### src/rtl/core/lfs_pkg.sv
// Package with shared types and constants for the link failover selector.
package lfs_pkg;

  // Link codes; the three-bit form adds the "none selected" code.
  localparam logic [2:0] LINK_WIFI  = 3'd0;
  localparam logic [2:0] LINK_RADIO = 3'd1;
  localparam logic [2:0] LINK_CELL  = 3'd2;
  localparam logic [2:0] LINK_SAT   = 3'd3;
  localparam logic [2:0] LINK_NONE  = 3'd4;

  // Input modes.
  localparam logic [2:0] MODE_TICK  = 3'd0;
  localparam logic [2:0] MODE_RADIO = 3'd1;
  localparam logic [2:0] MODE_SMS   = 3'd2;
  localparam logic [2:0] MODE_SAT   = 3'd3;
  localparam logic [2:0] MODE_WIFI  = 3'd4;

  // Result kinds.
  localparam logic [1:0] KIND_NOTICE = 2'd0;
  localparam logic [1:0] KIND_HB     = 2'd1;
  localparam logic [1:0] KIND_REPLAY = 2'd2;
  localparam logic [1:0] KIND_SMS_HB = 2'd3;

  // SMS target code for the last sender.
  localparam logic [1:0] TARGET_SENDER = 2'd3;

  // Register indexes.
  localparam logic [2:0] REG_ENABLE   = 3'd0;
  localparam logic [2:0] REG_NUMBERS  = 3'd1;
  localparam logic [2:0] REG_WIFI_TO  = 3'd2;
  localparam logic [2:0] REG_RADIO_TO = 3'd3;
  localparam logic [2:0] REG_SMS_TO   = 3'd4;
  localparam logic [2:0] REG_HB_PER   = 3'd5;
  localparam logic [2:0] REG_ALIVE    = 3'd6;
  localparam logic [2:0] REG_EVAL     = 3'd7;

  // Register reset values.
  localparam logic [31:0] RST_WIFI_TO  = 32'd1000;
  localparam logic [31:0] RST_RADIO_TO = 32'd4000;
  localparam logic [31:0] RST_SMS_TO   = 32'd30000;
  localparam logic [31:0] RST_HB_PER   = 32'd2000;
  localparam logic [31:0] RST_ALIVE    = 32'd30000;
  localparam logic [15:0] RST_EVAL     = 16'd100;

  // Depth of the queue between the front and back parts.
  localparam int QDepth = 4;
  localparam int QAw    = $clog2(QDepth);

  // Configuration register set.
  typedef struct packed {
    logic [3:0]  enable_mask;
    logic [2:0]  number_mask;
    logic [31:0] wifi_to;
    logic [31:0] radio_to;
    logic [31:0] sms_to;
    logic [31:0] hb_period;
    logic [31:0] alive_period;
    logic [15:0] eval_interval;
  } lfs_cfg_t;

  // Side effect of a write to the number mask register.
  typedef struct packed {
    logic wr;
    logic bit0;
  } lfs_cfg_wr_t;

  // Results caused by one tick; emission order runs from notice up to keep.
  typedef struct packed {
    logic       keep;
    logic [2:0] rehook;
    logic       replay;
    logic       hb;
    logic       notice;
    logic [1:0] link;
  } lfs_bundle_t;

endpackage

### src/rtl/core/link_failover_selector.sv
// Top level: register file, front part, bundle queue and back part.
// Throughput: one input transaction per cycle while the bundle queue has room.
// Results leave one per cycle while the receiver pops; a tick causes at most six, set by the front part.
// The first result of a tick passes through the bundle queue, the bundle
// load into the back part and then the output register.
// Reset is synchronous and active low and needs no sweep.
module link_failover_selector (
  input  logic        clk,
  input  logic        rst_n,
  input  logic [2:0]  in_mode,
  input  logic [31:0] in_now_ms,
  input  logic        in_sender_valid,
  input  logic        in_high_lat_flag,
  input  logic        push,
  output logic        full,
  output logic [1:0]  out_kind,
  output logic [1:0]  out_link,
  output logic [1:0]  out_sms_target,
  output logic        out_last,
  output logic        empty,
  input  logic        pop,
  input  logic        psel,
  input  logic        penable,
  input  logic        pwrite,
  input  logic [4:0]  paddr,
  input  logic [31:0] pwdata,
  output logic [31:0] prdata,
  output logic        pready
);
  import lfs_pkg::*;

  lfs_cfg_t    cfg_r, cfg_nxt;
  lfs_cfg_wr_t cfg_wr;
  lfs_bundle_t q_din, q_dout;
  logic        wr_en, q_push, q_pop, q_full, q_empty;
  logic [2:0]  reg_idx;

  assign pready  = 1'b1;
  assign wr_en   = psel && penable && pwrite && pready;
  assign reg_idx = paddr[4:2];

  // Register writes.
  always_comb begin
    cfg_nxt = cfg_r;
    if (wr_en) begin
      case (reg_idx)
        REG_ENABLE:   cfg_nxt.enable_mask   = pwdata[3:0];
        REG_NUMBERS:  cfg_nxt.number_mask   = pwdata[2:0];
        REG_WIFI_TO:  cfg_nxt.wifi_to       = pwdata;
        REG_RADIO_TO: cfg_nxt.radio_to      = pwdata;
        REG_SMS_TO:   cfg_nxt.sms_to        = pwdata;
        REG_HB_PER:   cfg_nxt.hb_period     = pwdata;
        REG_ALIVE:    cfg_nxt.alive_period  = pwdata;
        default:      cfg_nxt.eval_interval = pwdata[15:0];
      endcase
    end
  end

  always_ff @(posedge clk) begin
    if (!rst_n) begin
      cfg_r.enable_mask   <= '0;
      cfg_r.number_mask   <= '0;
      cfg_r.wifi_to       <= RST_WIFI_TO;
      cfg_r.radio_to      <= RST_RADIO_TO;
      cfg_r.sms_to        <= RST_SMS_TO;
      cfg_r.hb_period     <= RST_HB_PER;
      cfg_r.alive_period  <= RST_ALIVE;
      cfg_r.eval_interval <= RST_EVAL;
    end else begin
      cfg_r <= cfg_nxt;
    end
  end

  // A number mask write also reloads the sender flag.
  assign cfg_wr.wr   = wr_en && (reg_idx == REG_NUMBERS);
  assign cfg_wr.bit0 = pwdata[0];

  // Register read-back.
  always_comb begin
    case (reg_idx)
      REG_ENABLE:   prdata = {28'd0, cfg_r.enable_mask};
      REG_NUMBERS:  prdata = {29'd0, cfg_r.number_mask};
      REG_WIFI_TO:  prdata = cfg_r.wifi_to;
      REG_RADIO_TO: prdata = cfg_r.radio_to;
      REG_SMS_TO:   prdata = cfg_r.sms_to;
      REG_HB_PER:   prdata = cfg_r.hb_period;
      REG_ALIVE:    prdata = cfg_r.alive_period;
      default:      prdata = {16'd0, cfg_r.eval_interval};
    endcase
  end

  assign full = q_full;

  lfs_front u_front (
    .clk              (clk),
    .rst_n            (rst_n),
    .in_mode          (in_mode),
    .in_now_ms        (in_now_ms),
    .in_sender_valid  (in_sender_valid),
    .in_high_lat_flag (in_high_lat_flag),
    .push             (push),
    .cfg              (cfg_r),
    .cfg_wr           (cfg_wr),
    .q_full           (q_full),
    .q_push           (q_push),
    .q_data           (q_din)
  );

  lfs_queue u_queue (
    .clk   (clk),
    .rst_n (rst_n),
    .push  (q_push),
    .din   (q_din),
    .pop   (q_pop),
    .dout  (q_dout),
    .full  (q_full),
    .empty (q_empty)
  );

  lfs_back u_back (
    .clk            (clk),
    .rst_n          (rst_n),
    .q_data         (q_dout),
    .q_empty        (q_empty),
    .q_pop          (q_pop),
    .out_kind       (out_kind),
    .out_link       (out_link),
    .out_sms_target (out_sms_target),
    .out_last       (out_last),
    .empty          (empty),
    .pop            (pop)
  );

endmodule

### src/rtl/core/lfs_queue.sv
// Short queue of result bundles between the front and back parts.
module lfs_queue (
  input  logic                clk,
  input  logic                rst_n,
  input  logic                push,
  input  lfs_pkg::lfs_bundle_t din,
  input  logic                pop,
  output lfs_pkg::lfs_bundle_t dout,
  output logic                full,
  output logic                empty
);
  import lfs_pkg::*;

  lfs_bundle_t        mem [QDepth];
  logic [QAw-1:0]     wr_ptr_r, wr_ptr_nxt;
  logic [QAw-1:0]     rd_ptr_r, rd_ptr_nxt;
  logic [QAw:0]       count_r, count_nxt;
  logic               do_push, do_pop;

  assign full    = (count_r == (QAw+1)'(QDepth));
  assign empty   = (count_r == '0);
  assign do_push = push && !full;
  assign do_pop  = pop && !empty;
  assign dout    = mem[rd_ptr_r];

  // Pointer and count update.
  always_comb begin
    wr_ptr_nxt = wr_ptr_r;
    rd_ptr_nxt = rd_ptr_r;
    count_nxt  = count_r;
    if (do_push) begin
      wr_ptr_nxt = (wr_ptr_r == QAw'(QDepth - 1)) ? '0 : wr_ptr_r + 1'b1;
    end
    if (do_pop) begin
      rd_ptr_nxt = (rd_ptr_r == QAw'(QDepth - 1)) ? '0 : rd_ptr_r + 1'b1;
    end
    if (do_push && !do_pop) begin
      count_nxt = count_r + 1'b1;
    end else if (do_pop && !do_push) begin
      count_nxt = count_r - 1'b1;
    end
  end

  always_ff @(posedge clk) begin
    if (!rst_n) begin
      wr_ptr_r <= '0;
      rd_ptr_r <= '0;
      count_r  <= '0;
    end else begin
      wr_ptr_r <= wr_ptr_nxt;
      rd_ptr_r <= rd_ptr_nxt;
      count_r  <= count_nxt;
    end
  end

  // Storage write.
  always_ff @(posedge clk) begin
    if (do_push) begin
      mem[wr_ptr_r] <= din;
    end
  end

endmodule

### src/rtl/core/lfs_front.sv
// Front part: accepts events, keeps link state and classifies tick results.
module lfs_front (
  input  logic                 clk,
  input  logic                 rst_n,
  input  logic [2:0]           in_mode,
  input  logic [31:0]          in_now_ms,
  input  logic                 in_sender_valid,
  input  logic                 in_high_lat_flag,
  input  logic                 push,
  input  lfs_pkg::lfs_cfg_t    cfg,
  input  lfs_pkg::lfs_cfg_wr_t cfg_wr,
  input  logic                 q_full,
  output logic                 q_push,
  output lfs_pkg::lfs_bundle_t q_data
);
  import lfs_pkg::*;

  logic [2:0]  active_r, active_nxt;
  logic [2:0]  announced_r, announced_nxt;
  logic [31:0] wifi_t_r, wifi_t_nxt;
  logic [31:0] radio_t_r, radio_t_nxt;
  logic [31:0] sms_t_r, sms_t_nxt;
  logic [31:0] eval_t_r, eval_t_nxt;
  logic [31:0] hb_mark_r, hb_mark_nxt;
  logic [31:0] alive_mark_r, alive_mark_nxt;
  logic        rehook_done_r, rehook_done_nxt;
  logic        replay_r, replay_nxt;
  logic        sender_ok_r, sender_ok_nxt;

  logic        accept;
  logic [31:0] d_wifi, d_radio, d_sms, d_eval, d_hb, d_alive;
  logic        wifi_fresh, wifi_lost, radio_fresh, radio_lost, sms_fresh, sms_lost;
  logic        eval_go, hb_due, alive_due;
  logic        sel_do;
  logic [2:0]  sel_link;
  logic [2:0]  act;
  logic        replay_e, rehook_e, enter_cell;
  logic        fire_rehook, fire_keep;
  lfs_bundle_t bundle;

  assign accept = push && !q_full;

  // Elapsed times since each mark, modulo 2^32.
  assign d_wifi  = in_now_ms - wifi_t_r;
  assign d_radio = in_now_ms - radio_t_r;
  assign d_sms   = in_now_ms - sms_t_r;
  assign d_eval  = in_now_ms - eval_t_r;
  assign d_hb    = in_now_ms - hb_mark_r;
  assign d_alive = in_now_ms - alive_mark_r;

  assign wifi_fresh  = d_wifi < cfg.wifi_to;
  assign wifi_lost   = d_wifi > cfg.wifi_to;
  assign radio_fresh = d_radio < cfg.radio_to;
  assign radio_lost  = d_radio > cfg.radio_to;
  assign sms_fresh   = d_sms < cfg.sms_to;
  assign sms_lost    = d_sms > cfg.sms_to;
  assign eval_go     = d_eval >= {16'd0, cfg.eval_interval};
  assign hb_due      = d_hb >= cfg.hb_period;
  assign alive_due   = d_alive >= cfg.alive_period;

  // Link evaluation: pick the link to switch to, if any is enabled.
  always_comb begin
    sel_do   = 1'b0;
    sel_link = active_r;
    case (active_r)
      LINK_WIFI: begin
        if (wifi_lost) begin
          if (cfg.enable_mask[1]) begin
            sel_do = 1'b1; sel_link = LINK_RADIO;
          end else if (cfg.enable_mask[2]) begin
            sel_do = 1'b1; sel_link = LINK_CELL;
          end else if (cfg.enable_mask[3]) begin
            sel_do = 1'b1; sel_link = LINK_SAT;
          end else if (cfg.enable_mask[0]) begin
            sel_do = 1'b1; sel_link = LINK_WIFI;
          end
        end
      end
      LINK_RADIO: begin
        if (wifi_fresh) begin
          sel_do = cfg.enable_mask[0]; sel_link = LINK_WIFI;
        end else if (radio_lost) begin
          if (cfg.enable_mask[2]) begin
            sel_do = 1'b1; sel_link = LINK_CELL;
          end else if (cfg.enable_mask[3]) begin
            sel_do = 1'b1; sel_link = LINK_SAT;
          end else if (cfg.enable_mask[1]) begin
            sel_do = 1'b1; sel_link = LINK_RADIO;
          end
        end
      end
      LINK_CELL: begin
        if (wifi_fresh) begin
          sel_do = cfg.enable_mask[0]; sel_link = LINK_WIFI;
        end else if (radio_fresh) begin
          sel_do = cfg.enable_mask[1]; sel_link = LINK_RADIO;
        end else if (sms_lost) begin
          if (cfg.enable_mask[3]) begin
            sel_do = 1'b1; sel_link = LINK_SAT;
          end else if (cfg.enable_mask[1]) begin
            sel_do = 1'b1; sel_link = LINK_RADIO;
          end
        end
      end
      LINK_SAT: begin
        if (wifi_fresh) begin
          sel_do = cfg.enable_mask[0]; sel_link = LINK_WIFI;
        end else if (radio_fresh) begin
          sel_do = cfg.enable_mask[1]; sel_link = LINK_RADIO;
        end else if (sms_fresh) begin
          sel_do = cfg.enable_mask[2]; sel_link = LINK_CELL;
        end
      end
      default: begin
        sel_do = cfg.enable_mask[0]; sel_link = LINK_WIFI;
      end
    endcase
    sel_do = sel_do && eval_go;
  end

  // State as seen after the evaluation step.
  assign act        = sel_do ? sel_link : active_r;
  assign enter_cell = sel_do && (sel_link == LINK_CELL);
  assign replay_e   = (sel_do && (sel_link == LINK_WIFI || sel_link == LINK_RADIO))
                      ? 1'b0 : replay_r;
  assign rehook_e   = (sel_do && (sel_link == LINK_SAT)) ? 1'b0 : rehook_done_r;

  // Periodic work after evaluation.
  assign fire_rehook = cfg.enable_mask[3] && (act == LINK_SAT) && !rehook_e;
  assign fire_keep   = cfg.enable_mask[2] && (act == LINK_CELL) &&
                       (enter_cell ? (cfg.alive_period == 32'd0) : alive_due);

  always_comb begin
    bundle.notice = sel_do && (announced_r != sel_link);
    bundle.link   = sel_link[1:0];
    bundle.hb     = hb_due && (act != LINK_RADIO) && (act != LINK_WIFI);
    bundle.replay = bundle.hb && replay_e;
    bundle.rehook = fire_rehook ? cfg.number_mask : 3'b000;
    bundle.keep   = fire_keep && sender_ok_r;
  end

  assign q_data = bundle;
  assign q_push = accept && (in_mode == MODE_TICK) &&
                  (bundle.notice || bundle.hb || bundle.replay ||
                   (bundle.rehook != 3'b000) || bundle.keep);

  // Next state for frames and ticks.
  always_comb begin
    active_nxt      = active_r;
    announced_nxt   = announced_r;
    wifi_t_nxt      = wifi_t_r;
    radio_t_nxt     = radio_t_r;
    sms_t_nxt       = sms_t_r;
    eval_t_nxt      = eval_t_r;
    hb_mark_nxt     = hb_mark_r;
    alive_mark_nxt  = alive_mark_r;
    rehook_done_nxt = rehook_done_r;
    replay_nxt      = replay_r;
    sender_ok_nxt   = sender_ok_r;
    if (cfg_wr.wr) begin
      sender_ok_nxt = cfg_wr.bit0;
    end
    if (accept) begin
      case (in_mode)
        MODE_TICK: begin
          if (eval_go) begin
            eval_t_nxt = in_now_ms;
          end
          if (sel_do) begin
            active_nxt    = sel_link;
            announced_nxt = sel_link;
          end
          if (enter_cell) begin
            sms_t_nxt      = in_now_ms;
            alive_mark_nxt = in_now_ms;
          end
          replay_nxt      = replay_e;
          rehook_done_nxt = rehook_e || fire_rehook;
          if (bundle.hb) begin
            hb_mark_nxt = in_now_ms;
          end
          if (fire_keep) begin
            alive_mark_nxt = in_now_ms;
          end
        end
        MODE_RADIO: begin
          radio_t_nxt = in_now_ms;
        end
        MODE_SMS: begin
          sender_ok_nxt = in_sender_valid;
          sms_t_nxt     = in_now_ms;
          if (in_high_lat_flag) begin
            replay_nxt = 1'b1;
          end
        end
        MODE_SAT: begin
          if (active_r == LINK_SAT) begin
            replay_nxt = 1'b1;
          end
        end
        MODE_WIFI: begin
          wifi_t_nxt = in_now_ms;
        end
        default: begin
        end
      endcase
    end
  end

  always_ff @(posedge clk) begin
    if (!rst_n) begin
      active_r      <= LINK_NONE;
      announced_r   <= LINK_NONE;
      wifi_t_r      <= '0;
      radio_t_r     <= '0;
      sms_t_r       <= '0;
      eval_t_r      <= '0;
      hb_mark_r     <= '0;
      alive_mark_r  <= '0;
      rehook_done_r <= 1'b0;
      replay_r      <= 1'b0;
      sender_ok_r   <= 1'b0;
    end else begin
      active_r      <= active_nxt;
      announced_r   <= announced_nxt;
      wifi_t_r      <= wifi_t_nxt;
      radio_t_r     <= radio_t_nxt;
      sms_t_r       <= sms_t_nxt;
      eval_t_r      <= eval_t_nxt;
      hb_mark_r     <= hb_mark_nxt;
      alive_mark_r  <= alive_mark_nxt;
      rehook_done_r <= rehook_done_nxt;
      replay_r      <= replay_nxt;
      sender_ok_r   <= sender_ok_nxt;
    end
  end

endmodule

### src/rtl/core/lfs_back.sv
// Back part: turns queued bundles into one result per cycle while the receiver pops.
module lfs_back (
  input  logic                 clk,
  input  logic                 rst_n,
  input  lfs_pkg::lfs_bundle_t q_data,
  input  logic                 q_empty,
  output logic                 q_pop,
  output logic [1:0]           out_kind,
  output logic [1:0]           out_link,
  output logic [1:0]           out_sms_target,
  output logic                 out_last,
  output logic                 empty,
  input  logic                 pop
);
  import lfs_pkg::*;

  // Pending results, bit 0 first: notice, hb, replay, rehook 0..2, keepalive.
  logic [6:0] pend_r, pend_nxt;
  logic [1:0] link_r, link_nxt;
  logic       cur_v_r, cur_v_nxt;
  logic       out_v_r, out_v_nxt;
  logic [1:0] kind_r, kind_nxt;
  logic [1:0] olink_r, olink_nxt;
  logic [1:0] target_r, target_nxt;
  logic       last_r, last_nxt;

  logic       slot_free, emit, load;
  logic [2:0] pick;
  logic [6:0] rest;

  assign slot_free = !out_v_r || pop;
  assign emit      = cur_v_r && slot_free;

  // Lowest pending result goes next.
  always_comb begin
    pick = 3'd0;
    for (int i = 6; i >= 0; i--) begin
      if (pend_r[i]) begin
        pick = 3'(i);
      end
    end
    rest       = pend_r;
    rest[pick] = 1'b0;
  end

  assign load  = !cur_v_r || (emit && (rest == 7'd0));
  assign q_pop = load && !q_empty;

  // Current bundle bookkeeping.
  always_comb begin
    pend_nxt  = pend_r;
    link_nxt  = link_r;
    cur_v_nxt = cur_v_r;
    if (emit) begin
      pend_nxt  = rest;
      cur_v_nxt = (rest != 7'd0);
    end
    if (q_pop) begin
      pend_nxt  = {q_data.keep, q_data.rehook, q_data.replay, q_data.hb, q_data.notice};
      link_nxt  = q_data.link;
      cur_v_nxt = 1'b1;
    end
  end

  // Output register.
  always_comb begin
    out_v_nxt  = out_v_r && !pop;
    kind_nxt   = kind_r;
    olink_nxt  = olink_r;
    target_nxt = target_r;
    last_nxt   = last_r;
    if (emit) begin
      out_v_nxt  = 1'b1;
      olink_nxt  = 2'd0;
      target_nxt = 2'd0;
      last_nxt   = (rest == 7'd0);
      case (pick)
        3'd0: begin
          kind_nxt  = KIND_NOTICE;
          olink_nxt = link_r;
        end
        3'd1: kind_nxt = KIND_HB;
        3'd2: kind_nxt = KIND_REPLAY;
        3'd3, 3'd4, 3'd5: begin
          kind_nxt   = KIND_SMS_HB;
          target_nxt = 2'(pick - 3'd3);
        end
        default: begin
          kind_nxt   = KIND_SMS_HB;
          target_nxt = TARGET_SENDER;
        end
      endcase
    end
  end

  always_ff @(posedge clk) begin
    if (!rst_n) begin
      cur_v_r <= 1'b0;
      out_v_r <= 1'b0;
    end else begin
      cur_v_r <= cur_v_nxt;
      out_v_r <= out_v_nxt;
    end
  end

  always_ff @(posedge clk) begin
    pend_r   <= pend_nxt;
    link_r   <= link_nxt;
    kind_r   <= kind_nxt;
    olink_r  <= olink_nxt;
    target_r <= target_nxt;
    last_r   <= last_nxt;
  end

  assign empty          = !out_v_r;
  assign out_kind       = kind_r;
  assign out_link       = olink_r;
  assign out_sms_target = target_r;
  assign out_last       = last_r;

endmodule

### config.mk
export PLATFORM = sky130hd
export DESIGN_NAME = link_failover_selector
export DESIGN_NICKNAME = d
export VERILOG_FILES = /design/src/rtl/core/lfs_pkg.sv /design/src/rtl/core/link_failover_selector.sv /design/src/rtl/core/lfs_queue.sv /design/src/rtl/core/lfs_front.sv /design/src/rtl/core/lfs_back.sv
export SDC_FILE = /design/constraint.sdc
export NUM_CORES = 2
export LEC_CHECK = 0
export BUFFER_PORTS_ARGS = -buffer_cell sky130_fd_sc_hd__buf_2
export CAP_MARGIN = 20
export CORE_MARGIN = 8
export CORE_UTILIZATION = 69
export DETAILED_ROUTE_END_ITERATION = 12
export PLACE_DENSITY = 0.88
export SYNTH_ARGS = -nofsm -noshare
export SYNTH_HDL_FRONTEND = slang
export SYNTH_HIERARCHICAL = 1
export SYNTH_SLANG_ARGS = --single-unit
### constraint.sdc
create_clock -name clk -period 19.8 [get_ports clk]
set_input_delay 0.99 -clock clk [delete_from_list [all_inputs] [get_ports clk]]
set_output_delay 0.99 -clock clk [all_outputs]
set_load 0.05 [all_outputs]
==> metrics.md <==
| Metric | Value |
|---|---|
| Outcome | finished clean |
| Pwr Total | about 2.5 mW |
| Mapped Area | 32800 sq um |
| Max_cap viols | 0 |
| Cell Area, Placed | 33700 sq um |
| Hold endpoint | u_front/hb_mark_r[3] |
| First-pass GRT wire length | between 150000 and 200000 um |
| RSZ-0062 raised after global routing | no |
| Top cell type's share of synthesized area | 24.1% |
| Starting Density | 69.2% |
| Final setup vio count | 0 |
| Vias in the first global route | 27.5k |
| Final Hold Viols | 0 |
| Synth Area in Compound Gates | approximately 18% |
| Core Util, Final | ~75% |
| R2R Setup Slk | about 9.0 ns |
| Area grow syn2layout | 7.89% |
| Post-CTS Setup Repair Bufs | 0 |
| Die footprint | between 50000 and 60000 sq um |
| Lkg Pwr | roughly 15 nW |
| Hold WS | ~0.46 ns |
| Critical path's largest stage delay | a little over 0.7 ns |
| Non-Filler Instances | 4628 |
| Synth Warn # | 6 |
| Crit path kind | primary input to register |
| Die height | approximately 230 um |
| #FFs+latches synth | ~450 |
| Critical Path Start Type | primary input |
| Setup TNS | 0 ns |
| VDD IR-drop max | between 0.07 and 0.08 mV |
| Max FO, Critical Path | 10 |
| Pre-CTS WS | ~8.3 ns |
| 1st-iter DRT viols | 2958 |
| CTS Buffer Depth | 3 |
| GRT overflow | 0 |
| Routed len/inst | about 21 um |
| Worst min path class | register to register |
| Reg2reg start | u_front/sms_t_r[0] |
| Slew Viols, Final | 0 |
| Number of synthesized flops with an enable pin | 52 |
| Final-layout fill cell count | ~3.4k |
| Syn_nets | roughly 4.4k |
| Slew headroom | between 10% and 20% |
| Post-cts sizing count | 0 |
| IO Count | about 120 |
| Root buf cell | clkbuf_16 |
| Row cnt | 80 |
| Post-Synth Adder-Cell Area | between 10% and 20% |
| Post-synthesis mux area share | between 10% and 20% |
| Slew @ Worst Pin | roughly 1.2 ns |
| Total Nets Final | between 4k and 5k |
| Die Span X | roughly 230 um |
| Drt drc | 0 |
| CP arrival | 11.88 ns |
| CTS tree | done |
| Initial antenna violation count | 1 |
| Worst skew pair latency | about 0.61 ns |
| CTS Hold Buffers Added | 0 |
| Final WL | between 90000 and 100000 um |
| Worst Hold Path Cells | 2 |
| Largest net degree at the start of global routing | 199 |
| FF-to-FF End | u_queue/count_r[2] |
| Max frequency | slightly below 90 MHz |
| Crit-path slowest cell | a211oi_1 |
| CTS Buf Count | between 40 and 50 |
| Post-route ant nets | 0 |
| DP HPWL | between 70000 and 80000 um |
| Clock Skew | 0.0252 ns |
| Post-synth top flop | dfxtp_1 |
| Worst Reg-to-Reg Cells | 37 |
| Tcrit/Tclk final | approximately 57% |
| XOR/XNOR Fraction of Synth Area | between 4 and 5% |
| Critical path capture point type | register |
| Vias | roughly 29k |
| DRT Pass-1 Iters | 8 |
| CORE AREA | 47300 sq um |
| GRT Overall Usage | between 30% and 40% |
| Synth cell types | 92 |
| Final worst setup slack | between 8 and 9 ns |
| Synth area leaders | dfxtp_1, ha_1, mux2i_1 |
| # clock sinks | 447 |
| Min Tclk post-route | about 11 ns |
| Seq/Total Area, Yosys | 28.9% |
| PwrDens | about 72 nW/um^2 |
| Fin area | around 35000 sq um |
| Layout cells sized above 1 | approximately 7.4% |
| Crit-path most repeated cell | o21ai_0 |
| Leading area contributor after synthesis | dfxtp_1 |
| Cells after synthesis | around 3.9k |
| Htree depth | 2 |
| I/O Buffers | about 120 |
| Post-Synth Simple-Gate Area | 16.5% |
| Vias per inst | 6.34 |
| Hold Startpoint | u_front/hb_mark_r[3] |
| FFs w/ async S/R, synth | 0% |
| Largest family of logic cells by synthesized area | compound AO/OA/AOI/OAI gates |
| Clock transition at path regs | 0.06 ns |
| GP Congestion | roughly 1.0 |
| Critical Path RT | 20.33 ns |
| Placed Cells | around 4.5k |
| Avg Inst Size Synth | between 8 and 9 sq um |
==> sequential cells by signal, summed over array words and instances, names as in the netlist, 2 cells and up, named ones only <==
name                   cells
cfg_r                    183
u_front/alive_mark_r      32
u_back/pend_r              7
u_back/out_kind            2
u_queue/mem               36
u_front/hb_mark_r         32
u_back/link_r              2
u_queue/wr_ptr_r           2
u_front/sms_t_r           32
u_queue/rd_ptr_r           2
u_front/radio_t_r         32
u_front/active_r           3
u_front/eval_t_r          32
u_back/out_link            2
u_queue/count_r            3
u_front/wifi_t_r          32
u_back/out_sms_target      2
u_front/announced_r        3
==> routing by layer <==
metal / part of all wire, % / GRT usage, %
met1: 38 / 40.6
met2: 44 / 55.3
met3: 8.8 / 6.50
met4: 9.4 / 29.4
met5: 0 / 0
==> where the power goes <==
group / total, mW / internal [mW] / leakage, nW / switching [mW]
logic: 0.608 / 0.233 / 10.7 / 0.375
registers: 0.973 / 0.950 / 3.63 / 0.0234
clock network: 0.964 / 0.567 / 0.827 / 0.397
total: 2.54 / 1.75 / 15.2 / 0.796
==> logic make-up after synthesis <==
group,after synthesis
flops,447
fa+ha+maj,379
other cells,1
compound gates,903
simple gates,1141
xor+xnor,157
mux,320
buf+inv,578
==> worst max-delay path, delay by kind of cell <==
kind | cells | cell delay, ns
compound gates | 21 | 6.15
fa+ha+maj | 5 | 1.65
simple gates | 5 | 1.62
buf+inv | 5 | 0.68
mux | 1 | 0.39
xor+xnor | 2 | 0.37
==> cells in the final DEF (no fill, tap or decap), types with 17 or more instances in the layout <==
cell type / n
ha_1: 372
a21oi_1: 217
nor2_1: 197
dfxtp_1: 395
nand3_1: 56
o211ai_1: 31
a221o_1: 22
edfxtp_1: 52
a22o_1: 17
a21o_1: 111
a21boi_0: 73
xnor2_1: 113
nand4_1: 40
a211oi_1: 28
nor3_1: 46
or3_1: 21
o21a_1: 61
nand2_1: 510
and3_1: 23
mux2i_1: 285
inv_1: 428
xor2_1: 44
and2_1: 21
buf_2: 118
clkbuf_16: 49
o21ai_0: 174
mux2_2: 24
nor2b_1: 113
nand2b_1: 36
buf_4: 23
o21bai_1: 26
a31oi_1: 19
==> area by class of cell <==
type	instances	area, sq um	share of cell area, %
clock inverter	24	297	0.839
timing repair buffer	144	810	2.29
antenna	1	2.50	0.00708
clock buffer	68	1380	3.90
inverter	428	1610	4.55
tap	615	769	2.18
sequential	447	9470	26.8
multi-input combinational	2901	21000	59.4
==> cell usage after synthesis (all sizes together), types with 7 or more instances <==
master	count
nand2	511
inv	428
dfxtp	395
ha	372
mux2i	285
a21oi	218
nor2	199
o21ai	178
nor2b	113
xnor2	113
a21o	111
clkbuf	92
a21boi	73
o21a	61
nand3	59
buf	58
edfxtp	52
nor3	46
xor2	44
nand4	41
nand2b	36
o211ai	31
a211oi	28
mux2	26
o21bai	26
a31oi	23
and3	23
a221o	22
or3	22
and2	21
a22o	17
nor4	17
a221oi	13
or2	13
o31ai	12
nor3b	11
mux4	9
a32oi	7
and4	7
fa	7
==> worst max-delay path by stage <==
stage,from,end
after floorplan,in_now_ms[0],u_queue/count_r[2]
after global placement,in_now_ms[0],u_queue/count_r[2]
after detailed placement,in_now_ms[0],u_queue/count_r[2]
after CTS,in_now_ms[0],u_queue/count_r[2]
after global routing,in_now_ms[0],u_queue/count_r[2]
final,in_now_ms[0],u_queue/count_r[2]
Power figures use the tool's default switching activity.
